===== src/design/quad_fit_peak_offset_3d_macros.svh =====
// assertion macros for the quadratic peak fit block
// expects a clock named clk and an active-low synchronous reset named rst_n in scope
`ifndef QUAD_FIT_PEAK_OFFSET_3D_MACROS_SVH
`define QUAD_FIT_PEAK_OFFSET_3D_MACROS_SVH

// same-cycle implication
`define QFPO_ASSERT_NOW(lbl, ante, cons, msg) \
  lbl: assert property (@(posedge clk) disable iff (!rst_n) (ante) |-> (cons)) \
    else $error(msg);

// next-cycle implication
`define QFPO_ASSERT_NEXT(lbl, ante, cons, msg) \
  lbl: assert property (@(posedge clk) disable iff (!rst_n) (ante) |=> (cons)) \
    else $error(msg);

`endif


===== src/design/qfpo_pkg.sv =====
// shared constants, types and the multiply sequence table for the peak fit
// no dependencies
package qfpo_pkg;

  localparam int SAMPLE_BITS = 16;
  localparam int OFF_FRAC    = 12;
  localparam int NPOS        = 27;
  localparam int ADDR_W      = 5;
  localparam int SUM_W       = 20;
  localparam int CRN_W       = 18;
  localparam int H_W         = 24;
  localparam int ADJ_W       = 48;
  localparam int SEG_W       = 24;
  localparam int ACC_W       = 76;
  localparam int Q_W         = 16;
  localparam int DIV_W       = ACC_W + Q_W;
  localparam int CNT_W       = 5;
  localparam int DET_FRAC    = 30;
  localparam int DET_SCALE   = 46656;
  localparam int DMIN_W      = 32;
  localparam int DSC_W       = 48;
  localparam int LIM_W       = 15;
  localparam int NSTEP       = 36;
  localparam int STEP_W      = 6;
  localparam int CFG_IDX_W   = 2;

  localparam logic [1:0] ST_OK        = 2'd0;
  localparam logic [1:0] ST_NOT_NEG   = 2'd1;
  localparam logic [1:0] ST_DET_SMALL = 2'd2;
  localparam logic [1:0] ST_BEYOND    = 2'd3;

  localparam logic [CFG_IDX_W-1:0] CFG_DET_MIN    = 2'd0;
  localparam logic [CFG_IDX_W-1:0] CFG_DISP_LIMIT = 2'd1;

  // small operands: hessian and gradient, all scaled by 36
  localparam logic [3:0] OP_HUU = 4'd0;
  localparam logic [3:0] OP_HVV = 4'd1;
  localparam logic [3:0] OP_HWW = 4'd2;
  localparam logic [3:0] OP_HUV = 4'd3;
  localparam logic [3:0] OP_HUW = 4'd4;
  localparam logic [3:0] OP_HVW = 4'd5;
  localparam logic [3:0] OP_GU  = 4'd6;
  localparam logic [3:0] OP_GV  = 4'd7;
  localparam logic [3:0] OP_GW  = 4'd8;
  localparam int NOPND = 9;

  // adjugate entries
  localparam logic [2:0] AD_00 = 3'd0;
  localparam logic [2:0] AD_01 = 3'd1;
  localparam logic [2:0] AD_02 = 3'd2;
  localparam logic [2:0] AD_11 = 3'd3;
  localparam logic [2:0] AD_12 = 3'd4;
  localparam logic [2:0] AD_22 = 3'd5;
  localparam int NADJ = 6;

  localparam logic [1:0] Y_SMALL = 2'd0;
  localparam logic [1:0] Y_LO    = 2'd1;
  localparam logic [1:0] Y_HI    = 2'd2;

  localparam logic [3:0] D_NONE = 4'd0;
  localparam logic [3:0] D_A00  = 4'd1;
  localparam logic [3:0] D_A01  = 4'd2;
  localparam logic [3:0] D_A02  = 4'd3;
  localparam logic [3:0] D_A11  = 4'd4;
  localparam logic [3:0] D_A12  = 4'd5;
  localparam logic [3:0] D_A22  = 4'd6;
  localparam logic [3:0] D_DET  = 4'd7;
  localparam logic [3:0] D_P0   = 4'd8;
  localparam logic [3:0] D_P1   = 4'd9;
  localparam logic [3:0] D_P2   = 4'd10;

  typedef struct packed {
    logic [3:0] xsel;
    logic [1:0] ykind;
    logic [3:0] ysmall;
    logic [2:0] ybig;
    logic       neg;
    logic       clr;
    logic [3:0] dest;
  } step_t;

  typedef struct packed {
    logic signed [ACC_W-1:0] det;
    logic signed [ACC_W-1:0] p0;
    logic signed [ACC_W-1:0] p1;
    logic signed [ACC_W-1:0] p2;
    logic                    a22_pos;
  } mac_res_t;

  function automatic step_t mk(input logic [3:0] xs, input logic [1:0] yk,
                               input logic [3:0] ys, input logic [2:0] yb,
                               input logic ng, input logic cl, input logic [3:0] ds);
    step_t st;
    st.xsel = xs; st.ykind = yk; st.ysmall = ys; st.ybig = yb;
    st.neg = ng; st.clr = cl; st.dest = ds;
    return st;
  endfunction

  // adjugate, then det = row 0 of H times adjugate column, then p = adj * g
  function automatic step_t step_of(input logic [STEP_W-1:0] s);
    step_t st;
    st = mk(OP_HUU, Y_SMALL, OP_HUU, AD_00, 1'b0, 1'b1, D_NONE);
    case (s)
      6'd0:  st = mk(OP_HVV, Y_SMALL, OP_HWW, AD_00, 1'b0, 1'b1, D_NONE);
      6'd1:  st = mk(OP_HVW, Y_SMALL, OP_HVW, AD_00, 1'b1, 1'b0, D_A00);
      6'd2:  st = mk(OP_HUW, Y_SMALL, OP_HVW, AD_00, 1'b0, 1'b1, D_NONE);
      6'd3:  st = mk(OP_HUV, Y_SMALL, OP_HWW, AD_00, 1'b1, 1'b0, D_A01);
      6'd4:  st = mk(OP_HUV, Y_SMALL, OP_HVW, AD_00, 1'b0, 1'b1, D_NONE);
      6'd5:  st = mk(OP_HVV, Y_SMALL, OP_HUW, AD_00, 1'b1, 1'b0, D_A02);
      6'd6:  st = mk(OP_HUU, Y_SMALL, OP_HWW, AD_00, 1'b0, 1'b1, D_NONE);
      6'd7:  st = mk(OP_HUW, Y_SMALL, OP_HUW, AD_00, 1'b1, 1'b0, D_A11);
      6'd8:  st = mk(OP_HUV, Y_SMALL, OP_HUW, AD_00, 1'b0, 1'b1, D_NONE);
      6'd9:  st = mk(OP_HUU, Y_SMALL, OP_HVW, AD_00, 1'b1, 1'b0, D_A12);
      6'd10: st = mk(OP_HUU, Y_SMALL, OP_HVV, AD_00, 1'b0, 1'b1, D_NONE);
      6'd11: st = mk(OP_HUV, Y_SMALL, OP_HUV, AD_00, 1'b1, 1'b0, D_A22);
      6'd12: st = mk(OP_HUU, Y_LO, OP_HUU, AD_00, 1'b0, 1'b1, D_NONE);
      6'd13: st = mk(OP_HUU, Y_HI, OP_HUU, AD_00, 1'b0, 1'b0, D_NONE);
      6'd14: st = mk(OP_HUV, Y_LO, OP_HUU, AD_01, 1'b0, 1'b0, D_NONE);
      6'd15: st = mk(OP_HUV, Y_HI, OP_HUU, AD_01, 1'b0, 1'b0, D_NONE);
      6'd16: st = mk(OP_HUW, Y_LO, OP_HUU, AD_02, 1'b0, 1'b0, D_NONE);
      6'd17: st = mk(OP_HUW, Y_HI, OP_HUU, AD_02, 1'b0, 1'b0, D_DET);
      6'd18: st = mk(OP_GU, Y_LO, OP_HUU, AD_00, 1'b0, 1'b1, D_NONE);
      6'd19: st = mk(OP_GU, Y_HI, OP_HUU, AD_00, 1'b0, 1'b0, D_NONE);
      6'd20: st = mk(OP_GV, Y_LO, OP_HUU, AD_01, 1'b0, 1'b0, D_NONE);
      6'd21: st = mk(OP_GV, Y_HI, OP_HUU, AD_01, 1'b0, 1'b0, D_NONE);
      6'd22: st = mk(OP_GW, Y_LO, OP_HUU, AD_02, 1'b0, 1'b0, D_NONE);
      6'd23: st = mk(OP_GW, Y_HI, OP_HUU, AD_02, 1'b0, 1'b0, D_P0);
      6'd24: st = mk(OP_GU, Y_LO, OP_HUU, AD_01, 1'b0, 1'b1, D_NONE);
      6'd25: st = mk(OP_GU, Y_HI, OP_HUU, AD_01, 1'b0, 1'b0, D_NONE);
      6'd26: st = mk(OP_GV, Y_LO, OP_HUU, AD_11, 1'b0, 1'b0, D_NONE);
      6'd27: st = mk(OP_GV, Y_HI, OP_HUU, AD_11, 1'b0, 1'b0, D_NONE);
      6'd28: st = mk(OP_GW, Y_LO, OP_HUU, AD_12, 1'b0, 1'b0, D_NONE);
      6'd29: st = mk(OP_GW, Y_HI, OP_HUU, AD_12, 1'b0, 1'b0, D_P1);
      6'd30: st = mk(OP_GU, Y_LO, OP_HUU, AD_02, 1'b0, 1'b1, D_NONE);
      6'd31: st = mk(OP_GU, Y_HI, OP_HUU, AD_02, 1'b0, 1'b0, D_NONE);
      6'd32: st = mk(OP_GV, Y_LO, OP_HUU, AD_12, 1'b0, 1'b0, D_NONE);
      6'd33: st = mk(OP_GV, Y_HI, OP_HUU, AD_12, 1'b0, 1'b0, D_NONE);
      6'd34: st = mk(OP_GW, Y_LO, OP_HUU, AD_22, 1'b0, 1'b0, D_NONE);
      6'd35: st = mk(OP_GW, Y_HI, OP_HUU, AD_22, 1'b0, 1'b0, D_P2);
      default: st = mk(OP_HUU, Y_SMALL, OP_HUU, AD_00, 1'b0, 1'b1, D_NONE);
    endcase
    return st;
  endfunction

endpackage


===== src/design/qfpo_mac.sv =====
// sequenced multiply-accumulate: adjugate, determinant and adjugate-gradient products
// depends on qfpo_pkg
module qfpo_mac import qfpo_pkg::*; (
  input  logic                  clk,
  input  logic                  rst_n,
  input  logic                  start,
  input  logic signed [H_W-1:0] opnd [NOPND],
  output logic                  done,
  output mac_res_t              res
);

  logic                      busy_r;
  logic                      ph_r;
  logic [STEP_W-1:0]         step_r;
  logic                      done_r;
  step_t                     stp_r;
  step_t                     cur;
  logic signed [SEG_W:0]     y;
  logic signed [H_W+SEG_W:0] prod_r;
  logic signed [ACC_W-1:0]   term;
  logic signed [ACC_W-1:0]   acc_r;
  logic signed [ACC_W-1:0]   acc_nxt;
  logic signed [ADJ_W-1:0]   adj_r [NADJ];
  logic signed [ACC_W-1:0]   det_r;
  logic signed [ACC_W-1:0]   p_r [3];

  assign cur = step_of(step_r);

  always_comb begin
    case (cur.ykind)
      Y_LO:    y = signed'({1'b0, adj_r[cur.ybig][SEG_W-1:0]});
      Y_HI:    y = (SEG_W+1)'(signed'(adj_r[cur.ybig][ADJ_W-1:SEG_W]));
      default: y = (SEG_W+1)'(opnd[cur.ysmall]);
    endcase
  end

  always_comb begin
    term = ACC_W'(prod_r);
    if (stp_r.ykind == Y_HI) begin
      term = term <<< SEG_W;
    end
    if (stp_r.neg) begin
      term = -term;
    end
    acc_nxt = (stp_r.clr ? '0 : acc_r) + term;
  end

  always_ff @(posedge clk) begin
    if (!rst_n) begin
      busy_r <= 1'b0;
      ph_r   <= 1'b0;
      step_r <= '0;
      done_r <= 1'b0;
    end else begin
      done_r <= 1'b0;
      if (start) begin
        busy_r <= 1'b1;
        ph_r   <= 1'b0;
        step_r <= '0;
      end else if (busy_r) begin
        ph_r <= ~ph_r;
        if (ph_r) begin
          if (step_r == STEP_W'(NSTEP - 1)) begin
            busy_r <= 1'b0;
            done_r <= 1'b1;
          end else begin
            step_r <= step_r + 1'b1;
          end
        end
      end
    end
  end

  // multiply on phase 0, accumulate on phase 1
  always_ff @(posedge clk) begin
    if (busy_r && !ph_r) begin
      prod_r <= opnd[cur.xsel] * y;
      stp_r  <= cur;
    end
    if (busy_r && ph_r) begin
      acc_r <= acc_nxt;
      case (stp_r.dest)
        D_A00:   adj_r[AD_00] <= acc_nxt[ADJ_W-1:0];
        D_A01:   adj_r[AD_01] <= acc_nxt[ADJ_W-1:0];
        D_A02:   adj_r[AD_02] <= acc_nxt[ADJ_W-1:0];
        D_A11:   adj_r[AD_11] <= acc_nxt[ADJ_W-1:0];
        D_A12:   adj_r[AD_12] <= acc_nxt[ADJ_W-1:0];
        D_A22:   adj_r[AD_22] <= acc_nxt[ADJ_W-1:0];
        D_DET:   det_r <= acc_nxt;
        D_P0:    p_r[0] <= acc_nxt;
        D_P1:    p_r[1] <= acc_nxt;
        D_P2:    p_r[2] <= acc_nxt;
        default: ;
      endcase
    end
  end

  assign done        = done_r;
  assign res.det     = det_r;
  assign res.p0      = p_r[0];
  assign res.p1      = p_r[1];
  assign res.p2      = p_r[2];
  assign res.a22_pos = !adj_r[AD_22][ADJ_W-1] && (adj_r[AD_22] != '0);

endmodule


===== config.mk =====
export PLATFORM = sky130hd
export DESIGN_NAME = qfpo_mac
export DESIGN_NICKNAME = d
export VERILOG_FILES = /design/src/design/quad_fit_peak_offset_3d_macros.svh /design/src/design/qfpo_pkg.sv /design/src/design/qfpo_mac.sv
export SDC_FILE = /design/constraint.sdc
export NUM_CORES = 2
export LEC_CHECK = 0
export BUFFER_PORTS_ARGS = -buffer_cell sky130_fd_sc_hd__buf_2
export CAP_MARGIN = 0
export CELL_PAD_IN_SITES_DETAIL_PLACEMENT = 2
export CELL_PAD_IN_SITES_GLOBAL_PLACEMENT = 2
export CORE_MARGIN = 5
export CORE_UTILIZATION = 45
export DETAILED_ROUTE_END_ITERATION = 7
export PLACE_DENSITY = 0.91
export SLEW_MARGIN = 0
export SYNTH_ARGS = -nofsm -noshare
export SYNTH_HDL_FRONTEND = slang
export SYNTH_SLANG_ARGS = --single-unit

===== constraint.sdc =====
create_clock -name clk -period 26.7 [get_ports clk]
set_input_delay 2.67 -clock clk [delete_from_list [all_inputs] [get_ports clk]]
set_output_delay 2.67 -clock clk [all_outputs]
set_load 0.005 [all_outputs]

After elaboration in Yosys (flattened, before gate mapping)
Memories as Yosys holds them, arrays and structs flattened. A register that Yosys moved wholly into a read port is not among the register bits.
Cells that the tools add are included.
{"block": "op_classes", "addsub": 3, "muxes": 65, "bitwise": 6, "n_reduce_logical": 17, "n_lt_le_gt_ge": 2, "shift": 0, "eq_ne": 14, "div": 0, "multipliers": 1}
{"op": "$mux 76", "n": 4}
{"op": "$mux 48", "n": 5}
{"op": "$reduce_or 48->1", "n": 5}
{"op": "$bmux 24 s4", "n": 2}
{"op": "$reduce_or 76->1", "n": 2}
{"op": "$mux 24", "n": 4}
{"op": "$add 76x76->76", "n": 1}
{"op": "$neg 73->76", "n": 1}
{"op": "$mux 72", "n": 1}
{"op": "$pmux 25 s2", "n": 1}
{"op": "$mul 24x25->49", "n": 1}
{"op": "$reduce_bool 48->1", "n": 1}
{"op": "$mux 1", "n": 39}
{"op": "$eq 4x3->1 const B", "n": 4}
{"op": "$mux 3", "n": 5}
{"op": "$eq 4x4->1 const B", "n": 3}
{"op": "$mux 6", "n": 2}
{"op": "$ge 5x5->1 const B", "n": 2}
{"op": "$not 4->5", "n": 2}
{"op": "$eq 4x2->1 const B", "n": 2}
{"op": "$add 6x1->6 const B", "n": 1}
{"op": "$eq 6x6->1 const B", "n": 1}
{"op": "$eq 2x2->1 const B", "n": 2}
{"op": "$eq 4x1->1 const B", "n": 1}
{"op": "other kinds (9)", "n": 16}
{"block": "totals", "out_inout_bits": 306, "elab_cells": 122, "rom_bits": 1152, "mem_count": 3, "in_bits": 219, "register_bits": 218, "latchBits": 0, "ramBits": 516}
{"memory": "(name not given)", "words": 64, "word_bits": 18, "read_ports": 1, "rd_ports_with_merged_regs": 1, "write_ports": 0, "line_no": "qfpo_pkg.sv:103", "source": "case (s)"}
{"memory": "adj_r", "words": 6, "word_bits": 48, "read_ports": 2, "rd_ports_with_merged_regs": 0, "write_ports": 1, "line_no": "qfpo_mac.sv:23", "source": "logic signed [ADJ_W-1:0] adj_r [NADJ];"}
{"memory": "p_r", "words": 3, "word_bits": 76, "read_ports": 3, "rd_ports_with_merged_regs": 0, "write_ports": 1, "line_no": "qfpo_mac.sv:25", "source": "logic signed [ACC_W-1:0] p_r [3];"}

Longest topological paths before layout
{"block": "depth", "word_depth": 10, "mapped_depth": 37, "ltp_nobuf": 33}

Least setup slack after synthesis
No wires, ideal clock.
{"block": "synth_timing", "path_kind": "input port to flip-flop", "from": "input port opnd[33] in the netlist's numbering", "to": "register prod_r[43], data pin", "setup_time_ns": 0.260, "cell_stages": 31, "n_path_buf": 1, "t_required_ns": 26.440, "arrival_time_ns": 10.017, "slack_ns": 16.423, "cell_sequence": "mux4_2 mux2i_1 nor2_1 a21oi_1 clkbuf_1 nor2_1 fa_1 inv_1 fa_1 inv_1 fa_1 inv_1 fa_1 inv_1 fa_1 fa_1 inv_1 fa_1 inv_1 ha_1 and2_1 a311oi_1 o221a_2 nor4b_1 a31oi_1 a211oi_1 nor2_1 nor2_1 nor3_1 or2_2 xor2_1"}
{"block": "synth_between", "elab_chain_len": 5, "word_cells_on_any_way": 8, "cone_classes": "1 x mul; 7 x mux"}
{"item": "from (decl)", "line_no": "qfpo_mac.sv:7", "source": "input logic signed [H_W-1:0] opnd [NOPND],"}
{"item": "$bmux 24 s4", "line_no": "qfpo_mac.sv:33", "source": "default: y = (SEG_W+1)'(opnd[cur.ysmall]);"}
{"item": "$mux 24 (implied by the code) (2 in a row)", "line_no": "qfpo_mac.sv:33"}
{"item": "$pmux 25 s2", "line_no": "qfpo_mac.sv:30", "source": "case (cur.ykind)"}
{"item": "$mul 24x25->49 *", "line_no": "qfpo_mac.sv:77", "source": "prod_r <= opnd[cur.xsel] * y;"}
{"item": "to (signal assigned)", "line_no": "qfpo_mac.sv:77"}
{"item": "to (decl)", "line_no": "qfpo_mac.sv:19", "source": "logic signed [H_W+SEG_W:0] prod_r;"}
Mark *: on every way between the ends. The rest lies on a longest branch, timed or not. The select of a mux whose other input is x is not followed.
A chain may end at the register's enable or synchronous reset.

Final worst setup path
{"block": "layout_timing", "from": "register, netlist name cur[6]", "to": "register prod_r[47], data pin"}
{"block": "layout_between", "elab_chain_len": 3}
{"item": "$mem_v2 6x48"}
{"item": "$pmux 25 s2", "line_no": "qfpo_mac.sv:30"}
{"item": "$mul 24x25->49", "line_no": "qfpo_mac.sv:77"}
Every way passes these cells.

==> summary.md <==
| Metric | Value |
|---|---|
| Status | complete, but fails checks |
| Failing checks | max-capacitance violations, max-slew violations |
| Crit Path Max Fanout | 49 |
| Overflow left after global routing | 0 |
| Register bit total from synthesis | between 700 and 800 |
| Reg-to-Reg Start | cur[6] |
| Die extent in y | 368 um |
| GRT Overall Usage | 47.4% |
| Largest net degree at the start of global routing | 81 |
| CP Class | reg2reg |
| Critical path startpoint | cur[6] |
| Main area contributors after synthesis | edfxtp_1 38%, fa_1 22%, mux4_2 5.6%, ha_1 4.9%, inv_1 4.6% |
| Final nets | 6538 |
| Mapped Cells | 4992 |
| F_max | about 75 MHz |
| PortBufs | approximately 520 |
| HPWL after DPL | 214 mm |
| Crit path DAT | 13.71 ns |
| Mean Syn Cell Area | 11.6 um2 |
| Setup violators final | 0 |
| DR iter-0 viols | between 7k and 8k |
| HP Class | reg2reg |
| CP max stage delay | 0.92 ns |
| GP Congestion | ~0.92 |
| Final hold viol count | 0 |
| Crit path to | prod_r[47] |
| Antenna violations before repair | 47 |
| Ys flop type | edfxtp_1 |
| Slew margin rel. | -9.28% |
| Clk root buf | clkbuf_16 |
| Netlist Area Pre-Place | between 0.05 and 0.06 mm2 |
| Vias in the first global route | 57.7k |
| First-pass GRT wire length | 452 mm |
| Max-Cap Viols | 5 |
| Clock sinks | 752 |
| CTS tree | done |
| Area leader, netlist | edfxtp_1 |
| Synth cell types | 81 |
| DRC | 0 |
| Tcrit/Tclk final | 49.9% |
| Synth cell count leaders | 725 x edfxtp_1, 703 x inv_1, 630 x fa_1, 515 x nand2_1, 359 x nor2_1 |
| Post-CTS resize count | 0 |
| Top-Level Pins | 525 |
| R2R depth | 31 |
| CP top delay family | adder cells |
| Area growth syn-to-layout | 13.7% |
| Fill cells | 12.5k |
| H-Tree Depth | 3 |
| Setup TNS | 0 ns |
| Clock Tree Buf Depth | 3 |
| Post-synthesis sequential area ratio | 38.6% |
| Worst-margin pin slew | 1.64 ns |
| # Post-CTS Setup Buffers | 0 |
| Num rows | between 100 and 150 |
| Endpoint class of the critical path | flip-flop |
| Via count | between 50k and 60k |
| Die ar. | 0.136 mm2 |
| Unrepaired setup endpoints after global routing | no |
| Startpoint types | flip-flop |
| Routed vias/inst | 7.09 |
| Pre-Repair DR Iteration Count | 8 |
| Hold path cells | 0 |
| Routed WL | 327 mm |
| Buf/Inv on CP | 7 |
| Yosys warns | 0 |
| Initial core utilization | between 40% and 50% |
| Share of cells above drive strength 1 | 19.1% |
| Top-count cell post-synth | edfxtp_1 |
| Worst reg2reg path endpoint | prod_r[47] |
| Antenna-violating nets left | 0 |
| Clock Pin Slew Worst Setup and Hold Paths | roughly 0.07 ns |
| Asr flop ratio synth | 0% |
| Syn nets | approximately 6.1k |
| Worst clock skew | 0.0835 ns |
| Die width | 368 um |
| Clock latency on the worst-skew pair | 0.76 ns |
| Worst EP required | 27.09 ns |
| Critical-path top delay cell | dfxtp_4 |
| Total core area | 0.128 mm2 |
| Synth top area share | 37.7% |
| Hold buffers post-CTS | 0 |
| CTS Buf Count | 81 |
| Avg WL per Cell | 45.3 um |
| EDFF count, synth | 725 |
| Reg2reg setup slack | 13.38 ns |
| Crit path depth | 31 |
| Max-slew violations | 44 |
| Most frequent CP cell | fa_1 |
| Final min period | 13.32 ns |
kinds of logic after synthesis:
family / share of synthesized area (%)
adders and majority gates: 26.7
muxes: 7.95
xor gates and xnor gates: 3.05
buffers and inverters: 6.12
and+or+nand+nor: 10.2
DFF: 38.6
AOI/OAI and AO/OA: 7.33
state kept, by name, indices dropped and copies added, names as in the netlist, 6 cells and up:
signal,count
adj_r,288
p_r,228
prod_r,49
cur,18
step_r,6
det_r,76
acc_r,76
stp_r,8
stage by stage:
step	hold slack [ns]	std cells	instance area, um2	setup slack, ns	utilization [%]
after floorplan	0.386	4992	57700	16.42	-
after global placement	0.385	7036	62600	14.85	49.1
after detailed placement	0.394	7036	62600	14.20	49.1
after CTS	0.420	7185	65400	13.89	51.3
after global routing	0.420	7204	65600	13.35	51.4
final	0.416	7229	65600	13.38	51.5
how the worst min path moves through the flow:
stage,from,to,slack (ns)
floorplan,cur[0],stp_r[0],0.39
global placement,cur[4],stp_r[4],0.39
detailed placement,cur[1],stp_r[1],0.39
CTS,cur[1],stp_r[1],0.42
global route,cur[1],stp_r[1],0.42
finish,cur[1],stp_r[1],0.42
worst reg2reg max path: cells and delay by family (launching register included):
family | cells | cell delay (ns)
adders and majority gates | 8 | 4.35
AOI/OAI and AO/OA | 6 | 2.91
and+or+nand+nor | 8 | 2.47
buffers and inverters | 7 | 1.43
DFF | 1 | 0.92
muxes | 1 | 0.70
xor gates and xnor gates | 1 | 0.20
cell type report:
class	count	area, um2	area share (%)
well taps	1662	2080	3.17
flip-flops and latches	752	22300	34.0
diodes	37	92.6	0.141
clock inverters	54	709	1.08
inverters	704	2640	4.03
clock buffers	95	2100	3.20
repair buffers	624	3410	5.20
multi-input cells	3301	32300	49.2
per-layer routing:
| metal | wire length [um] | global-route usage, % | share of wire (%) |
|---|---|---|---|
| met1 | 95800 | 46.8 | 29 |
| met2 | 147000 | 73.9 | 45 |
| met3 | 42200 | 19.6 | 13 |
| met4 | 42600 | 47.5 | 13 |
| met5 | 160 | 0.0712 | 0.049 |
placed cells by master (no fill, tap or decap), drive strengths merged, types with 11 or more instances in the layout:
cell type and count:
a221oi 32, a21o 87, nor4 24, o21bai 23, a22oi 26, mux2i 77
xor2 108, fa 630, or2 25, xnor2 93, a31oi 21, ha 225
mux4 144, diode 37, inv 702, nor2 359, nand4 28, nor3 48
mux2 51, nand3 39, and3 17, clkinv 36, clkbuf 95, edfxtp 725
dfxtp 27, a21oi 247, and2 43, o31ai 16, nor2b 120, bufinv 11
buf 624, nand2 516, nand2b 31, o21a 20, o21ai 148
Power is not shown: default switching activity piles up to over one toggle a cycle in this logic, so the estimate is an artifact.
